**src/rtl/dui_pkg.sv**
```systemverilog
// Shared types, constants and date arithmetic for the date interval union.
// No dependencies.
package dui_pkg;

  localparam int unsigned MaxIntervalsDef = 64;
  localparam int unsigned DateW = 23;
  localparam int unsigned EvW   = 24;
  localparam int unsigned YearW = 14;
  localparam int unsigned MonW  = 4;
  localparam int unsigned DayW  = 5;

  typedef struct packed {
    logic load;
    logic wr_start;
    logic wr_end;
    logic sort_init;
    logic rd_i;
    logic latch_v;
    logic rd_jm1;
    logic wr_v;
    logic shift;
    logic sw_init;
    logic rd_k;
    logic ev_proc;
    logic flush;
  } dui_cmd_t;

  typedef struct packed {
    logic room;
    logic last;
    logic i_done;
    logic j_zero;
    logic gt;
    logic k_done;
  } dui_stat_t;

  function automatic logic [DayW-1:0] month_len(input logic [YearW-1:0] y,
                                                input logic [MonW-1:0] m);
    logic [DayW-1:0] len;
    len = 5'd31;
    case (m)
      4'd2:                      len = (y[1:0] == 2'd0) ? 5'd29 : 5'd28;
      4'd4, 4'd6, 4'd9, 4'd11:   len = 5'd30;
      default:                   len = 5'd31;
    endcase
    return len;
  endfunction

  function automatic logic [DateW-1:0] next_day(input logic [DateW-1:0] date);
    logic [YearW-1:0] y;
    logic [MonW:0]    m;
    logic [DayW:0]    d;
    logic [DayW-1:0]  len;
    y   = date[22:9];
    m   = {1'b0, date[8:5]};
    d   = {1'b0, date[4:0]} + 6'd1;
    len = month_len(y, date[8:5]);
    if (d > {1'b0, len}) begin
      d = d - {1'b0, len};
      m = m + 5'd1;
      if (m > 5'd12) begin
        m = 5'd1;
        y = y + 14'd1;
      end
    end
    return {y, m[MonW-1:0], d[DayW-1:0]};
  endfunction

endpackage

```
**src/rtl/dui_ram.sv**
```systemverilog
// Generic single write, single read RAM with registered read data.
// No dependencies.
module dui_ram #(
  parameter int unsigned Width = 24,
  parameter int unsigned Depth = 128
) (
  input  logic                     clk_i,
  input  logic                     we_i,
  input  logic [$clog2(Depth)-1:0] waddr_i,
  input  logic [Width-1:0]         wdata_i,
  input  logic [$clog2(Depth)-1:0] raddr_i,
  output logic [Width-1:0]         rdata_o
);
  logic [Width-1:0] mem_q [Depth];
  logic [Width-1:0] rdata_q;

  always_ff @(posedge clk_i) begin
    if (we_i) begin
      mem_q[waddr_i] <= wdata_i;
    end
    rdata_q <= mem_q[raddr_i];
  end

  assign rdata_o = rdata_q;
endmodule

```
**src/rtl/dui_ctrl.sv**
```systemverilog
// Controller for the date interval union: load, insertion sort, sweep.
// Depends on dui_pkg.
module dui_ctrl import dui_pkg::*; (
  input  logic      clk_i,
  input  logic      rst_ni,
  input  logic      start_i,
  input  dui_stat_t stat_i,
  output dui_cmd_t  cmd_o,
  output logic      idle_o
);
  localparam logic [3:0] StIdle = 4'd0;
  localparam logic [3:0] StLd0  = 4'd1;
  localparam logic [3:0] StLd1  = 4'd2;
  localparam logic [3:0] StSrtI = 4'd3;
  localparam logic [3:0] StSrtV = 4'd4;
  localparam logic [3:0] StSrtJ = 4'd5;
  localparam logic [3:0] StSrtC = 4'd6;
  localparam logic [3:0] StSwRd = 4'd7;
  localparam logic [3:0] StSwEv = 4'd8;
  localparam logic [3:0] StFlsh = 4'd9;

  logic [3:0] state_q, state_d;

  always_comb begin
    state_d = state_q;
    cmd_o   = '0;
    unique case (state_q)
      StIdle: begin
        if (start_i) begin
          cmd_o.load = 1'b1;
          state_d    = StLd0;
        end
      end
      StLd0: begin
        cmd_o.wr_start = stat_i.room;
        state_d        = StLd1;
      end
      StLd1: begin
        cmd_o.wr_end = stat_i.room;
        if (stat_i.last) begin
          cmd_o.sort_init = 1'b1;
          state_d         = StSrtI;
        end else begin
          state_d = StIdle;
        end
      end
      StSrtI: begin
        if (stat_i.i_done) begin
          cmd_o.sw_init = 1'b1;
          state_d       = StSwRd;
        end else begin
          cmd_o.rd_i = 1'b1;
          state_d    = StSrtV;
        end
      end
      StSrtV: begin
        cmd_o.latch_v = 1'b1;
        state_d       = StSrtJ;
      end
      StSrtJ: begin
        if (stat_i.j_zero) begin
          cmd_o.wr_v = 1'b1;
          state_d    = StSrtI;
        end else begin
          cmd_o.rd_jm1 = 1'b1;
          state_d      = StSrtC;
        end
      end
      StSrtC: begin
        // shift the larger entry up, or drop the held value into its slot
        if (stat_i.gt) begin
          cmd_o.shift = 1'b1;
          state_d     = StSrtJ;
        end else begin
          cmd_o.wr_v = 1'b1;
          state_d    = StSrtI;
        end
      end
      StSwRd: begin
        if (stat_i.k_done) begin
          state_d = StFlsh;
        end else begin
          cmd_o.rd_k = 1'b1;
          state_d    = StSwEv;
        end
      end
      StSwEv: begin
        cmd_o.ev_proc = 1'b1;
        state_d       = StSwRd;
      end
      StFlsh: begin
        cmd_o.flush = 1'b1;
        state_d     = StIdle;
      end
      default: state_d = StIdle;
    endcase
  end

  always_ff @(posedge clk_i or negedge rst_ni) begin
    if (!rst_ni) begin
      state_q <= StIdle;
    end else begin
      state_q <= state_d;
    end
  end

  assign idle_o = (state_q == StIdle);
endmodule

```
**src/rtl/dui_dp.sv**
```systemverilog
// Datapath for the date interval union: event store, counters, sweep, output.
// Depends on dui_pkg and dui_ram.
module dui_dp import dui_pkg::*; #(
  parameter int unsigned MaxIntervals = MaxIntervalsDef
) (
  input  logic             clk_i,
  input  logic             rst_ni,
  input  dui_cmd_t         cmd_i,
  output dui_stat_t        stat_o,
  input  logic [YearW-1:0] start_year_i,
  input  logic [MonW-1:0]  start_month_i,
  input  logic [DayW-1:0]  start_day_i,
  input  logic [YearW-1:0] end_year_i,
  input  logic [MonW-1:0]  end_month_i,
  input  logic [DayW-1:0]  end_day_i,
  input  logic             last_i,
  output logic             valid_o,
  output logic [YearW-1:0] union_start_year_o,
  output logic [MonW-1:0]  union_start_month_o,
  output logic [DayW-1:0]  union_start_day_o,
  output logic [YearW-1:0] union_end_year_o,
  output logic [MonW-1:0]  union_end_month_o,
  output logic [DayW-1:0]  union_end_day_o,
  output logic             last_out_o
);
  localparam int unsigned Cap = 2 * MaxIntervals;
  localparam int unsigned AW  = $clog2(Cap);
  localparam int unsigned CW  = $clog2(Cap + 1);

  logic [CW-1:0]    count_q, i_q, j_q, k_q, depth_q;
  logic [CW-1:0]    count_p1, j_m1;
  logic [EvW-1:0]   ev_s_q, ev_e_q, v_q;
  logic             last_q;
  logic [DateW-1:0] run_q, hs_q, he_q;
  logic             hv_q;
  logic             out_v_q, out_last_q;
  logic [DateW-1:0] out_s_q, out_e_q;

  logic             we;
  logic [AW-1:0]    waddr, raddr;
  logic [EvW-1:0]   wdata, rdata;
  logic [DateW-1:0] ev_date;
  logic             ev_end, joins, emit;

  assign count_p1 = count_q + CW'(1);
  assign j_m1     = j_q - CW'(1);
  assign ev_end   = rdata[0];
  assign ev_date  = rdata[EvW-1:1];
  assign joins    = hv_q && (next_day(he_q) == run_q);
  // a closing run that does not touch the held piece pushes the held piece out
  assign emit     = cmd_i.ev_proc && ev_end && (depth_q == CW'(1)) && hv_q && !joins;

  assign we    = cmd_i.wr_start | cmd_i.wr_end | cmd_i.wr_v | cmd_i.shift;
  assign waddr = cmd_i.wr_start ? count_q[AW-1:0] :
                 cmd_i.wr_end   ? count_p1[AW-1:0] : j_q[AW-1:0];
  assign wdata = cmd_i.wr_start ? ev_s_q :
                 cmd_i.wr_end   ? ev_e_q :
                 cmd_i.wr_v     ? v_q : rdata;
  assign raddr = cmd_i.rd_jm1 ? j_m1[AW-1:0] :
                 cmd_i.rd_k   ? k_q[AW-1:0] : i_q[AW-1:0];

  dui_ram #(.Width(EvW), .Depth(Cap)) u_ram (
    .clk_i   (clk_i),
    .we_i    (we),
    .waddr_i (waddr),
    .wdata_i (wdata),
    .raddr_i (raddr),
    .rdata_o (rdata)
  );

  assign stat_o.room   = (count_q <= CW'(Cap - 2));
  assign stat_o.last   = last_q;
  assign stat_o.i_done = (i_q >= count_q);
  assign stat_o.j_zero = (j_q == '0);
  assign stat_o.gt     = (rdata > v_q);
  assign stat_o.k_done = (k_q >= count_q);

  // control state
  always_ff @(posedge clk_i or negedge rst_ni) begin
    if (!rst_ni) begin
      count_q <= '0;
      depth_q <= '0;
      hv_q    <= 1'b0;
      out_v_q <= 1'b0;
    end else begin
      out_v_q <= emit | (cmd_i.flush & hv_q);
      if (cmd_i.wr_end) begin
        count_q <= count_q + CW'(2);
      end
      if (cmd_i.sw_init) begin
        depth_q <= '0;
        hv_q    <= 1'b0;
      end
      if (cmd_i.ev_proc) begin
        if (!ev_end) begin
          depth_q <= depth_q + CW'(1);
        end else if (depth_q != '0) begin
          depth_q <= depth_q - CW'(1);
          if (depth_q == CW'(1)) begin
            hv_q <= 1'b1;
          end
        end
      end
      if (cmd_i.flush) begin
        hv_q    <= 1'b0;
        count_q <= '0;
        depth_q <= '0;
      end
    end
  end

  // payload and walk indices
  always_ff @(posedge clk_i) begin
    if (cmd_i.load) begin
      ev_s_q <= {start_year_i, start_month_i, start_day_i, 1'b0};
      ev_e_q <= {end_year_i, end_month_i, end_day_i, 1'b1};
      last_q <= last_i;
    end
    if (cmd_i.sort_init) begin
      i_q <= CW'(1);
    end
    if (cmd_i.latch_v) begin
      v_q <= rdata;
      j_q <= i_q;
    end
    if (cmd_i.shift) begin
      j_q <= j_m1;
    end
    if (cmd_i.wr_v) begin
      i_q <= i_q + CW'(1);
    end
    if (cmd_i.sw_init) begin
      k_q <= '0;
    end
    if (cmd_i.ev_proc) begin
      k_q <= k_q + CW'(1);
      if (!ev_end) begin
        if (depth_q == '0) begin
          run_q <= ev_date;
        end
      end else if (depth_q == CW'(1)) begin
        if (joins) begin
          he_q <= ev_date;
        end else begin
          out_s_q    <= hs_q;
          out_e_q    <= he_q;
          out_last_q <= 1'b0;
          hs_q       <= run_q;
          he_q       <= ev_date;
        end
      end
    end
    if (cmd_i.flush) begin
      out_s_q    <= hs_q;
      out_e_q    <= he_q;
      out_last_q <= 1'b1;
    end
  end

  assign valid_o             = out_v_q;
  assign union_start_year_o  = out_s_q[22:9];
  assign union_start_month_o = out_s_q[8:5];
  assign union_start_day_o   = out_s_q[4:0];
  assign union_end_year_o    = out_e_q[22:9];
  assign union_end_month_o   = out_e_q[8:5];
  assign union_end_day_o     = out_e_q[4:0];
  assign last_out_o          = out_last_q;
endmodule

```
**src/rtl/date_interval_union.sv**
```systemverilog
// Date interval union. Loading an interval accepts it, then writes its two events.
// On the last interval the E stored events are insertion sorted through the single
// read port of the event RAM and then swept; results are strobed on valid_o, never in
// back-to-back cycles, the final one after the flush cycle. Results cannot be stalled.
// Reset clears controller, event count and strobe, not RAM.
module date_interval_union import dui_pkg::*; #(
  parameter int unsigned MaxIntervals = MaxIntervalsDef
) (
  input  logic             clk_i,
  input  logic             rst_ni,
  input  logic             start,
  output logic             busy,
  input  logic [YearW-1:0] start_year_i,
  input  logic [MonW-1:0]  start_month_i,
  input  logic [DayW-1:0]  start_day_i,
  input  logic [YearW-1:0] end_year_i,
  input  logic [MonW-1:0]  end_month_i,
  input  logic [DayW-1:0]  end_day_i,
  input  logic             last_i,
  output logic             valid_o,
  output logic [YearW-1:0] union_start_year_o,
  output logic [MonW-1:0]  union_start_month_o,
  output logic [DayW-1:0]  union_start_day_o,
  output logic [YearW-1:0] union_end_year_o,
  output logic [MonW-1:0]  union_end_month_o,
  output logic [DayW-1:0]  union_end_day_o,
  output logic             last_out_o
);
  dui_cmd_t  cmd;
  dui_stat_t stat;
  logic      idle;

  dui_ctrl u_ctrl (
    .clk_i   (clk_i),
    .rst_ni  (rst_ni),
    .start_i (start & ~busy),
    .stat_i  (stat),
    .cmd_o   (cmd),
    .idle_o  (idle)
  );

  dui_dp #(.MaxIntervals(MaxIntervals)) u_dp (
    .clk_i               (clk_i),
    .rst_ni              (rst_ni),
    .cmd_i               (cmd),
    .stat_o              (stat),
    .start_year_i        (start_year_i),
    .start_month_i       (start_month_i),
    .start_day_i         (start_day_i),
    .end_year_i          (end_year_i),
    .end_month_i         (end_month_i),
    .end_day_i           (end_day_i),
    .last_i              (last_i),
    .valid_o             (valid_o),
    .union_start_year_o  (union_start_year_o),
    .union_start_month_o (union_start_month_o),
    .union_start_day_o   (union_start_day_o),
    .union_end_year_o    (union_end_year_o),
    .union_end_month_o   (union_end_month_o),
    .union_end_day_o     (union_end_day_o),
    .last_out_o          (last_out_o)
  );

  // hold busy while the final result is still on the ports
  assign busy = ~idle | valid_o;
endmodule

```
**config.mk**
```make
export PLATFORM = sky130hd
export DESIGN_NAME = date_interval_union
export DESIGN_NICKNAME = d
export VERILOG_FILES = /design/src/rtl/dui_pkg.sv /design/src/rtl/dui_ram.sv /design/src/rtl/dui_ctrl.sv /design/src/rtl/dui_dp.sv /design/src/rtl/date_interval_union.sv
export SDC_FILE = /design/constraint.sdc
export NUM_CORES = 2
export LEC_CHECK = 0
export BUFFER_PORTS_ARGS = -buffer_cell sky130_fd_sc_hd__buf_2
export CORE_ASPECT_RATIO = 0.7
export CORE_UTILIZATION = 60
export CTS_BUF_LIST = sky130_fd_sc_hd__clkbuf_4 sky130_fd_sc_hd__clkbuf_8
export DETAILED_ROUTE_END_ITERATION = 7
export GPL_ROUTABILITY_DRIVEN = 0
export MAX_ROUTING_LAYER = met4
export PLACE_DENSITY = 0.73
export SYNTH_ARGS = -nofsm -noshare
export SYNTH_HDL_FRONTEND = slang
export SYNTH_SLANG_ARGS = --single-unit
```
**constraint.sdc**
```tcl
create_clock -name clk_i -period 10.9 [get_ports clk_i]
set_input_delay 0.545 -clock clk_i [delete_from_list [all_inputs] [get_ports clk_i]]
set_output_delay 0.545 -clock clk_i [all_outputs]
set_load 0.005 [all_outputs]
```
# Word-level counts from Yosys, hierarchy flattened
# Memories as Yosys holds them, arrays and structs flattened. A register that Yosys moved wholly into a read port is not among the register bits.
# Index checks and enable logic that the tools add are counted.
[classes] n_lt_le_gt_ge=6 add_sub_neg=11 bitwise=11 n_eq_ne=18 muxes=71 n_reduce_logical=23
[op_table] operator="23-bit two-way mux" n=10
[op_table] operator="8-bit two-way mux" n=13
[op_table] operator="24-bit two-way mux" n=3
[op_table] operator="4-bit one-hot mux with 9 select lines" n=1
[op_table] operator="14-bit two-way mux" n=2
[op_table] operator="7-bit two-way mux" n=4
[op_table] operator="1-bit two-way mux" n=27
[op_table] operator="8-bit by 1-bit adder with 8-bit output, second input constant" n=3
[op_table] operator="4-bit by 3-bit equality test with 1-bit output, second input constant" n=6
[op_table] operator="24-bit > comparator" n=1
[op_table] operator="23-bit equality test" n=1
[op_table] operator="4-bit equality test, second input constant" n=4
[op_table] operator="8-bit >= comparator" n=2
[op_table] operator="8-bit logical NOT" n=2
[op_table] operator="8-bit by 1-bit subtractor with 8-bit output, second input constant" n=2
[op_table] operator="14-bit by 1-bit adder with 14-bit output, second input constant" n=1
[op_table] operator="2-bit nonzero test" n=7
[op_table] operator="4-bit by 2-bit equality test with 1-bit output, second input constant" n=3
[op_table] operator="4-bit two-way mux" n=3
[op_table] operator="5-bit one-hot mux with 2 select lines" n=1
[op_table] operator="8-bit by 2-bit adder with 8-bit output, second input constant" n=1
[op_table] operator="8-bit by 1-bit equality test with 1-bit output, second input constant" n=1
[op_table] operator="8-bit by 7-bit <= comparator with 1-bit output, second input constant" n=1
[op_table] operator="4-bit AND reduction" n=2
[op_table] operator="other kinds (22)" n=39
[totals] register_bits=233 memories=1 ramBits=3072 input_bits=50 output_inout_bits=49 wordCells=159
[memory_table] memory="u_dp.u_ram.mem_q" depth=128 width=24 rd=1 rd_ports_with_merged_regs=1 wr=1 line="dui_ram.sv:14" rtl="logic [Width-1:0] mem_q [Depth];"

# Longest topological paths before layout
[depth] ltp_word=12 mapped_depth=19 ltp_nobuf=16

# Cells and area by module
# From an unflattened synthesis, not the netlist that was laid out.
[hier_totals] hier_cells=5544 hier_area_um2=129171.4
[modules_own_cells] module="dui_ram" n_inst=1 area_per_inst_um2=117381.3 cells_per_inst=4538 seq_area_each_um2=92728.9
[modules_own_cells] module="dui_dp" n_inst=1 area_per_inst_um2=11355.9 cells_per_inst=946 seq_area_each_um2=6751.5
[modules_own_cells] module="dui_ctrl" n_inst=1 area_per_inst_um2=419.2 cells_per_inst=58 seq_area_each_um2=100.1
[modules_own_cells] module="date_interval_union" n_inst=1 area_per_inst_um2=15.0 cells_per_inst=2 seq_area_each_um2=0.0

# Least setup slack after synthesis
# Ideal clock, no wire load.
[synth_path] path_type="register -> register" start="register u_dp.u_ram.rdata_q[0], in the netlist u_dp.u_ram.rdata_o[0] (read register of u_dp.u_ram.mem_q)" end="memory u_dp.u_ram.mem_q[0][10] (data pin)" synth_period_minus_slack_ns=8.820 path_slack_ns=2.080 path_buffers=2 setup_time_ns=1.197 path_stages_with_launch=15 required_time_ns=9.703 t_arrival_ns=7.623 path_cell_list="dfxtp_1 > clkbuf_1 > inv_1 > ha_1 > nor2b_1 > o21a_1 > o21a_1 > o21ai_0 > a221o_1 > a21oi_1 > o21ai_0 > nand2_1 > buf_1 > mux2i_1 > o21ai_0"
[synth_between] elab_chain_cells=6
[synth_rtl] item="start: declaration" line="dui_ram.sv:15" rtl="logic [Width-1:0] rdata_q;"
[synth_rtl] item="24-bit > comparator" line="dui_dp.sv:75" rtl="assign stat_o.gt = (rdata > v_q);"
[synth_rtl] item="1-bit two-way mux" line="dui_ctrl.sv:71" rtl="if (stat_i.gt) begin"
[synth_rtl] item="1-bit one-hot mux with 2 select lines" line="dui_ctrl.sv:27" rtl="unique case (state_q)"
[synth_rtl] item="24-bit two-way mux" line="dui_dp.sv:58" rtl="cmd_i.wr_v ? v_q : rdata;"
[synth_rtl] item="24-bit two-way mux" line="dui_dp.sv:57" rtl="cmd_i.wr_end ? ev_e_q :"
[synth_rtl] item="24-bit two-way mux" line="dui_dp.sv:56" rtl="assign wdata = cmd_i.wr_start ? ev_s_q :"
[synth_rtl] item="named net u_dp.u_ram.wdata_i[10]" line="dui_ram.sv:10" rtl="input logic [Width-1:0] wdata_i,"
[synth_rtl] item="end: declaration" line="dui_ram.sv:14"
# The timed path passes the listed nets, and every way through them passes these cells.

# Worst setup path after layout
[layout_path] start="register u_dp.j_q[0]" end="register u_dp.u_ram.rdata_q[1], in the netlist u_dp.u_ram.rdata_o[1] (read register of u_dp.u_ram.mem_q)"
[layout_between] elab_chain_cells=4 elab_cells_between_ends=5 cone_classes="1 x add/sub; 3 x mux; 1 x reduce/logical"
[layout_rtl] item="start: declaration" line="dui_dp.sv:30" rtl="logic [CW-1:0] count_q, i_q, j_q, k_q, depth_q;"
[layout_rtl] item="start signal: assignment" line="dui_dp.sv:124" rtl="j_q <= i_q;"
[layout_rtl] item="start signal: assignment" line="dui_dp.sv:127" rtl="j_q <= j_m1;"
[layout_rtl] item="branches (longest 3 deep; another with 8-bit by 1-bit subtractor with 8-bit output)"
[layout_rtl] item="7-bit two-way mux *" line="dui_dp.sv:59" rtl="assign raddr = cmd_i.rd_jm1 ? j_m1[AW-1:0] :"
# Every way passes the cells marked *.
# A chain may end at the register's enable or synchronous reset.

==> results.json <==
{
  "outcome": "finished with violations",
  "violations": "DRC, capacitance limit, slew limit",
  "clk_pin_slew_ps": 70,
  "cts_tree": "done",
  "min_period_ps": 7240,
  "synth_flop_cell": "edfxtp_1",
  "io_pins": 99,
  "synth_edf_count": 3282,
  "dieArea_um2": 220000,
  "h-tree-depth": 5,
  "register_area_um2": 99600,
  "dp_slack_ps": 4040,
  "cp.required_ps": 11880,
  "clockRootBuffer": "clkbuf_8",
  "insertion_delay_ps": 1090,
  "clock_sinks": 3328,
  "synthesis.area_um2": 131000,
  "first_iter_violations": 15300,
  "maxCapViolations": 1,
  "yosysTopAreaCellShare": 0.753,
  "syn_to_final_growth_pct": 11.3,
  "die_h_um": 393,
  "grt_pass1_wl_mm": 558,
  "reg2reg_to": "u_dp.u_ram.rdata_o[1]",
  "grt_max_degree": 138,
  "drtAntennaViolNets": 0,
  "cp_max_fo": 137,
  "finalCritPeriodShare": 0.664,
  "start_util": 0.603,
  "rrSetupSlack_ps": 3660,
  "dp_hpwl_mm": 240,
  "wl_mm": 401,
  "synth_most_common_cell": "edfxtp_1",
  "antenna_found_initial": 42,
  "synth.distinct_cells": 86,
  "synthAdderAreaFrac": 0.00541,
  "seq_area_frac_synth": 0.760,
  "overflow": 0,
  "path_class": "flip-flop to flip-flop",
  "crit_path_end_kind": "flip-flop",
  "worst_slack_ps": 3660,
  "r2r_cells": 14,
  "async_flop_share": 0.00631,
  "r2r_start": "u_dp.j_q[0]",
  "worstPathArrival_ps": 8220,
  "synth-simple-area-share": 0.0837,
  "syn_avg_cell_area_um2": 15.9,
  "first_global_vias": 76100,
  "p_leak_nw": 48.4,
  "synth.largest_area_cell": "edfxtp_1",
  "multi_input_area_um2": 29700,
  "cts_inserted_buffers": 465,
  "report.final.slew_viol_count": 2,
  "synth_common_cells": "3282 x edfxtp_1, 1488 x nand2_1, 525 x nand3_1",
  "netlist_instances": 8240,
  "yosysWarnings": 0,
  "fin_setup_tns_ps": 0,
  "critPathLaunchType": "flip-flop",
  "p_per_area_nw_per_um2": 294,
  "crit_start": "u_dp.j_q[0]",
  "setup_violations": 0,
  "core_um2": 217000,
  "synth_top_family_by_area": "simple AND/OR/NAND/NOR gates",
  "synth_area_leaders": "edfxtp_1 75%, nand2_1 4.3%, mux4_2 4.2%",
  "drc": 1,
  "grt_usage": 0.372,
  "via_per_inst": 6.78,
  "fin_worst_skew_ps": 123,
  "rsz0062_at_grt": "no",
  "crit_end": "u_dp.u_ram.rdata_o[1]",
  "vias": 81600,
  "die_w_um": 560,
  "syn_nets": 8346,
  "tightest_slew_ps": 1540,
  "slew_headroom": -0.0379,
  "drive_gt1_frac": 0.181,
  "hold_viol": 0,
  "ys_ff_latch": 3328,
  "synth_xor_area_frac": 0.00381,
  "wl_per_cell_um": 33.3,
  "cts_buffer_depth": 4,
  "io_buffers": 98,
  "synthMuxAreaShare": 0.0722,
  "postCtsSetupBuffers": 0,
  "hold_path.class": "input port to async pin",
  "fmax_mhz": 138,
  "hold_slack_ps": 109,
  "rows": 143,
  "synth-compound-area-share": 0.0545,
  "final_net_count": 8813,
  "fillCellCount": 14200,
  "drt_first_pass_iters": 8,
  "ir_worst_vdd_uv": 316
}
-- sequential cells by signal (all words and copies together) (netlist names), 23 cells and up --
signal,flops
u_dp.ev_e_q,23
u_dp.ev_s_q,23
u_dp.u_ram.rdata_o,24
u_dp.run_q,23
u_dp.out_e_q,23
u_dp.hs_q,23
u_dp.v_q,24
u_dp.out_s_q,23
u_dp.he_q,23
u_dp.u_ram.mem_q,3072
-- stage by stage --
stage               instances  total power (W)  cell area, um^2   util
finish                  12000           0.0429           146000  0.672
global route            12000           0.0437           146000  0.672
CTS                     12000           0.0421           146000  0.671
detailed placement      11100           0.0328           136000  0.627
global placement        11100           0.0324           136000  0.627
floorplan                8240           0.0268           131000      -
-- worst max-delay path, cell delays in order, from the launching register on --
cell	delay (ps)
edfxtp_1	530
inv_1	160
ha_1	220
or4b_1	630
o311ai_4	590
o211a_1	310
or3_4	490
buf_4	660
buf_12	590
mux2i_1	190
o21ai_0	300
a21oi_1	120
o221ai_1	790
nor4b_1	1160
or4b_1	250
-- placed cells by master (no fill, tap or decap), types with 34 or more instances in the layout --
cell / n
edfxtp_1: 3282
dlygate4sd3_1: 48
xnor2_1: 34
clkbuf_8: 479
mux2i_1: 376
a32oi_1: 43
o21ai_0: 83
o22ai_1: 125
diode_2: 60
and3_1: 53
nand2_1: 1487
buf_4: 308
ha_1: 55
inv_1: 51
clkbuf_4: 175
nand3_1: 520
nor3_1: 58
a22oi_1: 81
nand4_1: 48
mux4_2: 242
a31oi_1: 56
clkinv_2: 45
a21oi_1: 382
nor2_1: 100
clkinv_1: 104
buf_2: 100
nor2_2: 132
-- how the worst min path moves through the flow --
stage,start,endpoint,cells after the start
2_1_floorplan,rst_ni,u_ctrl.state_q[0],0
4_1_cts,rst_ni,u_dp.valid_o,2
3_5_place_dp,u_dp.hs_q[1],u_dp.out_s_q[1],0
6_report,rst_ni,u_dp.valid_o,2
3_3_place_gp,u_dp.hs_q[17],u_dp.out_s_q[17],0
5_1_grt,rst_ni,u_dp.valid_o,2
-- cells by family (layout without fill, tap and decap cells) --
family / after synthesis / after routing
flip-flops: 3328 / 3328
AND/OR/NAND/NOR: 2546 / 2546
AO/OA/AOI/OAI: 1093 / 1093
multiplexers: 639 / 639
buffers and inverters: 521 / 1350
XOR/XNOR: 57 / 57
adder cells (fa/ha/maj): 56 / 56
other: 0 / 60
-- report_power, final --
part	internal, W	switching [W]
Clock	0.00488	0.00466
Combinational	0.00310	0.0118
Sequential	0.0181	0.000405
Total	0.0261	0.0169
-- what timing repair did --
item | in CTS | in global routing
endpoints found under the setup margin | 0 | 0
hold endpoints to repair | 68 | 0
resized for setup | 0 | 0
hold buffers | 48 | 0
-- cell type report --
cell class                      count  area share
Antenna cell                       60     0.00103
Clock buffer                      654      0.0542
Tap cell                         2900      0.0249
Sequential cell                  3328       0.683
Inverter                           51     0.00131
Timing Repair Buffer              470      0.0244
Multi-Input combinational cell   4391       0.204
Clock inverter                    175     0.00728
-- routing by layer --
layer  wire [um]  vias up  global-route usage
li1            -    32900                   -
met1      144000    40300               0.508
met2      161000     7298               0.477
met3       78700     1032               0.185
met4       16900        0               0.138
met5           0        -                   -
(Power assumes the default switching activity.)
